[config.mk]
export PLATFORM = sky130hd
export DESIGN_NAME = sapq_cell
export DESIGN_NICKNAME = d
export VERILOG_FILES = /design/src/hdl/sapq_pkg.sv /design/src/hdl/sapq_cell.sv
export SDC_FILE = /design/constraint.sdc
export NUM_CORES = 1
export LEC_CHECK = 0
export ABC_AREA = 1
export BUFFER_PORTS_ARGS = -buffer_cell sky130_fd_sc_hd__buf_2
export CAP_MARGIN = 20
export CORE_MARGIN = 4
export CORE_UTILIZATION = 40
export DETAILED_ROUTE_END_ITERATION = 12
export PLACE_DENSITY = 0.75
export SLEW_MARGIN = 20
export SYNTH_ARGS = -nofsm -noshare
export SYNTH_HDL_FRONTEND = slang
export SYNTH_SLANG_ARGS = --single-unit
export TNS_END_PERCENT = 20
[constraint.sdc]
create_clock -name clk -period 4.3 [get_ports clk]
set_input_delay 0.645 -clock clk [delete_from_list [all_inputs] [get_ports clk]]
set_output_delay 0.645 -clock clk [all_outputs]
set_load 0.02 [all_outputs]
[src/hdl/sapq_pkg.sv]
// Types and constants of the sorted-array priority queue.
`default_nettype none
package sapq_pkg;

    localparam int DEPTH = 64;
    localparam int CNT_W = $clog2(DEPTH + 1);
    localparam int CAP_W = 7;
    localparam int CMP_W = (CNT_W > CAP_W) ? CNT_W : CAP_W;
    localparam logic [CAP_W-1:0] CAP_RESET = 7'd64;

    localparam logic CMD_PUSH = 1'b0;
    localparam logic CMD_POP  = 1'b1;

    typedef enum logic [1:0] {
        ST_DONE  = 2'd0,
        ST_FULL  = 2'd1,
        ST_EMPTY = 2'd2
    } status_t;

    typedef struct packed {
        logic signed [31:0] prio;
        logic [15:0]        job;
        logic [3:0]         evt;
    } entry_t;

    // Broadcast from the controller to every cell
    typedef struct packed {
        logic   push;
        logic   pop;
        entry_t entry;
    } cell_ctl_t;

endpackage
`default_nettype wire

[src/hdl/sapq_cell.sv]
// One slot of the sorted chain: holds an entry and trades with its neighbors.
`default_nettype none
module sapq_cell
    import sapq_pkg::*;
(
    input  wire logic      clk,
    input  wire cell_ctl_t ctl,
    input  wire logic      occupied,
    input  wire logic      is_tail,
    input  wire entry_t    left_entry,
    input  wire logic      left_greater,
    input  wire entry_t    right_entry,
    output entry_t         entry,
    output logic           greater
);

    entry_t entry_reg;
    entry_t entry_next;

    // Ordering is strict so equal priorities stay behind older entries
    assign greater = occupied && ($signed(entry_reg.prio) > $signed(ctl.entry.prio));
    assign entry   = entry_reg;

    always_comb
    begin
        entry_next = entry_reg;
        if (ctl.push)
        begin
            if (greater || is_tail)
            begin
                entry_next = left_greater ? left_entry : ctl.entry;
            end
        end
        else if (ctl.pop)
        begin
            entry_next = right_entry;
        end
    end

    always_ff @(posedge clk)
    begin
        entry_reg <= entry_next;
    end

endmodule
`default_nettype wire

==> results.yml <==
sta:
  clock_skew_ns: 0.01249
  maxSlewViolCount: 0
  layout_setup_ws_ns: 1.471
  slew_headroom: 0.3930
  period_needed_ns: 2.829
  fin_setup_tns_ns: 0
  period_share: 0.6579
  worst_pin_slew_ns: 0.9092
  fmax_ghz: 0.3535
  final-hold-violation-count: 0
  setup_violations: 0
  rsz0062_at_grt: "false"
drt:
  ant_nets: 0
  vias: 3751
  dr.pass1.iters: 4
  drt-total-wl_mm: 10.86
  drt-initial-drc-count: 190
  via_per_inst: 5.048
  drc_errors: 0
  wl_per_cell_um: 14.62
job:
  cap_viol_max_count: 0
setup_path:
  crit_fanout: 2
  path_class: "in -> out"
  cp_slowest_cell: "ha_1"
  crit_chain: "buf_2, inv_1, ha_1, a21oi_1, o21a_1, nand2_1, a21oi_1, nand2_1, nand2_1, nand3_2, inv_1, buf_2"
  path_common_cell: "nand2_1"
  critical_path.startpoint_type: "input port"
  cpPeakStageDelay_ns: 0.31
  critPathCaptureType: "output pin"
  required_ns: 3.65
  critPathBufInv: 4
  cp_top_family: "compound AO/OA/AOI/OAI gates"
  cp.arrival_ns: 2.18
pwr:
  p_int_w: 0.0009063
  netSwitchingFraction: 0.3337
  p_per_area_nw_per_um2: 289.3
  clkPwrFrac: 0.202
  peakVddDrop_v: 0.0001861
  p_switching_w: 0.0004538
  p_seq_frac: 0.482
  power.leakage_nw: 2.418
  comb_power_share: 0.316
final_layout:
  final_nets: 831
  instances_no_fill: 743
  diodes: 0
  largest_reg_flops: 52
  syn2layout_area_growth_pct: 35.33
  layout_common_cells: "buf_2 (214), nand2_1 (91), o21ai_0 (90)"
  drive_gt1_frac: 0.3621
  final_area_um2: 4702
  fill_cells: 796
  final_common_cell: "buf_2"
logic_synthesis:
  netlist_area_um2: 3475
  yosysWarnings: 0
  synth_cells: 435
  syn_area_per_cell_um2: 7.988
  synth-seq-cells: 52
  synth_nets: 629
  synth.distinct_cells: 21
  ys_seq_area_frac: 0.4494
clock_network:
  cts_tree: "built"
  cts-hold-fix-buffers: 0
  clk_pin_slew_worst_paths_ns: 0.10
  cts_resized: 0
  cts_sinks: 52
  cts_setup_buffers: 0
  numCtsBuffers: 5
  cts_root_buffer: "clkbuf_8"
  htreeDepth: 2
  clkLatencyLatePin_ns: 0.30
  clockBufferDepth: 2
floorplanning:
  core_region_area_um2: 8341
  io_pins: 215
  die_area_um2: 10240
  die_w_um: 101.2
  start_util: 0.4166
  rows: 33
  die_h_um: 101.2
outcome:
  status: "completed"
placement:
  gp_congestion: 0.8346
  dpl-instance-area_um2: 4619
  dp_slack_ns: 1.285
  dp_cells: 735
  dp.final_hpwl_mm: 8.371
  io_buffers: 214
global_routing:
  grt_antenna_before_repair: 0
  grt_max_degree: 55
  grt_pass1_vias: 3647
  grt_use_total: 0.2009
  grt_pass1_wl_mm: 16.40
  overflow: 0
worst_hold_path:
  hold_class: "in -> reg"
## power by group through the flow
| stage | Sequential [W] | Combinational, W | Clock (W) |
|---|---|---|---|
| 6_report | 0.000655 | 0.000430 | 0.000275 |
| 5_1_grt | 0.000661 | 0.000483 | 0.000298 |
| 4_1_cts | 0.000656 | 0.000435 | 0.000284 |
| 3_5_place_dp | 0.000667 | 0.000434 | 0 |
| 3_3_place_gp | 0.000664 | 0.000421 | 0 |
| 2_1_floorplan | 0.000736 | 0.000174 | 0 |
## logic make-up (layout without fill, tap and decap cells)
kind of cell,after synthesis,after routing,share of synthesized area
adder cells (fa/ha/maj),32,32,0.1152
AND/OR/NAND/NOR,161,161,0.1819
buffers and inverters,66,269,0.07166
AO/OA/AOI/OAI,124,124,0.1819
flip-flops,52,52,0.4494
## worst paths after layout
kind	start	end	slack, ns	cells after the start
max reg2reg	entry[51]	entry[25]	1.61	10
min	right_entry[2]	entry[2]	0.61	3
min reg2reg	entry[51]	entry[43]	1.47	5
max	ctl[41]	greater	1.47	12
## cell usage after synthesis, drive strengths merged
library cell  number  area, µm²
ha                32      400.4
nor2              64      245.2
nand4              2      18.77
buf                1      5.000
a21o               1      7.510
o21a               2      15.01
inv               44      165.2
nand2             92      347.8
clkinv             1      3.750
nand3              3      20.02
a21oi             15      78.83
edfxtp            52       1562
clkbuf            20      75.07
o21ai            106      530.5
## final cells by class
| cell class | count | area, µm² | share of cell area |
|---|---|---|---|
| multi-input cells | 317 | 1672 | 0.3555 |
| flip-flops and latches | 52 | 1562 | 0.3321 |
| repair buffers | 216 | 1086 | 0.2310 |
| inverters | 45 | 168.9 | 0.03592 |
| well taps | 105 | 131.4 | 0.02794 |
| clock buffers | 5 | 68.82 | 0.01464 |
| clock inverters | 3 | 13.76 | 0.002927 |
## routing by layer
metal,track usage,vias up,part of all wire
li1,-,1858,-
met4,0.04806,0,0.011
met2,0.3692,188,0.50
met3,0.06474,12,0.12
met1,0.2244,1693,0.37
met5,0,-,0
## per-stage QoR
step	total power [W]	hold slack (ns)	utilization
final	0.001360	0.6110	0.5638
after global routing	0.001442	0.6046	0.5638
after CTS	0.001375	0.6030	0.5638
after detailed placement	0.001101	0.9278	0.5539
after global placement	0.001085	0.9275	0.5539
after floorplan	0.0009097	0.8362	-
## worst min-delay path: cells and delay by family
family	cells	cell delay (ns)
AOI/OAI and AO/OA	1	0.05
buffers and inverters	1	0.07
and+or+nand+nor	1	0.04
Power figures use the tool's default switching activity.
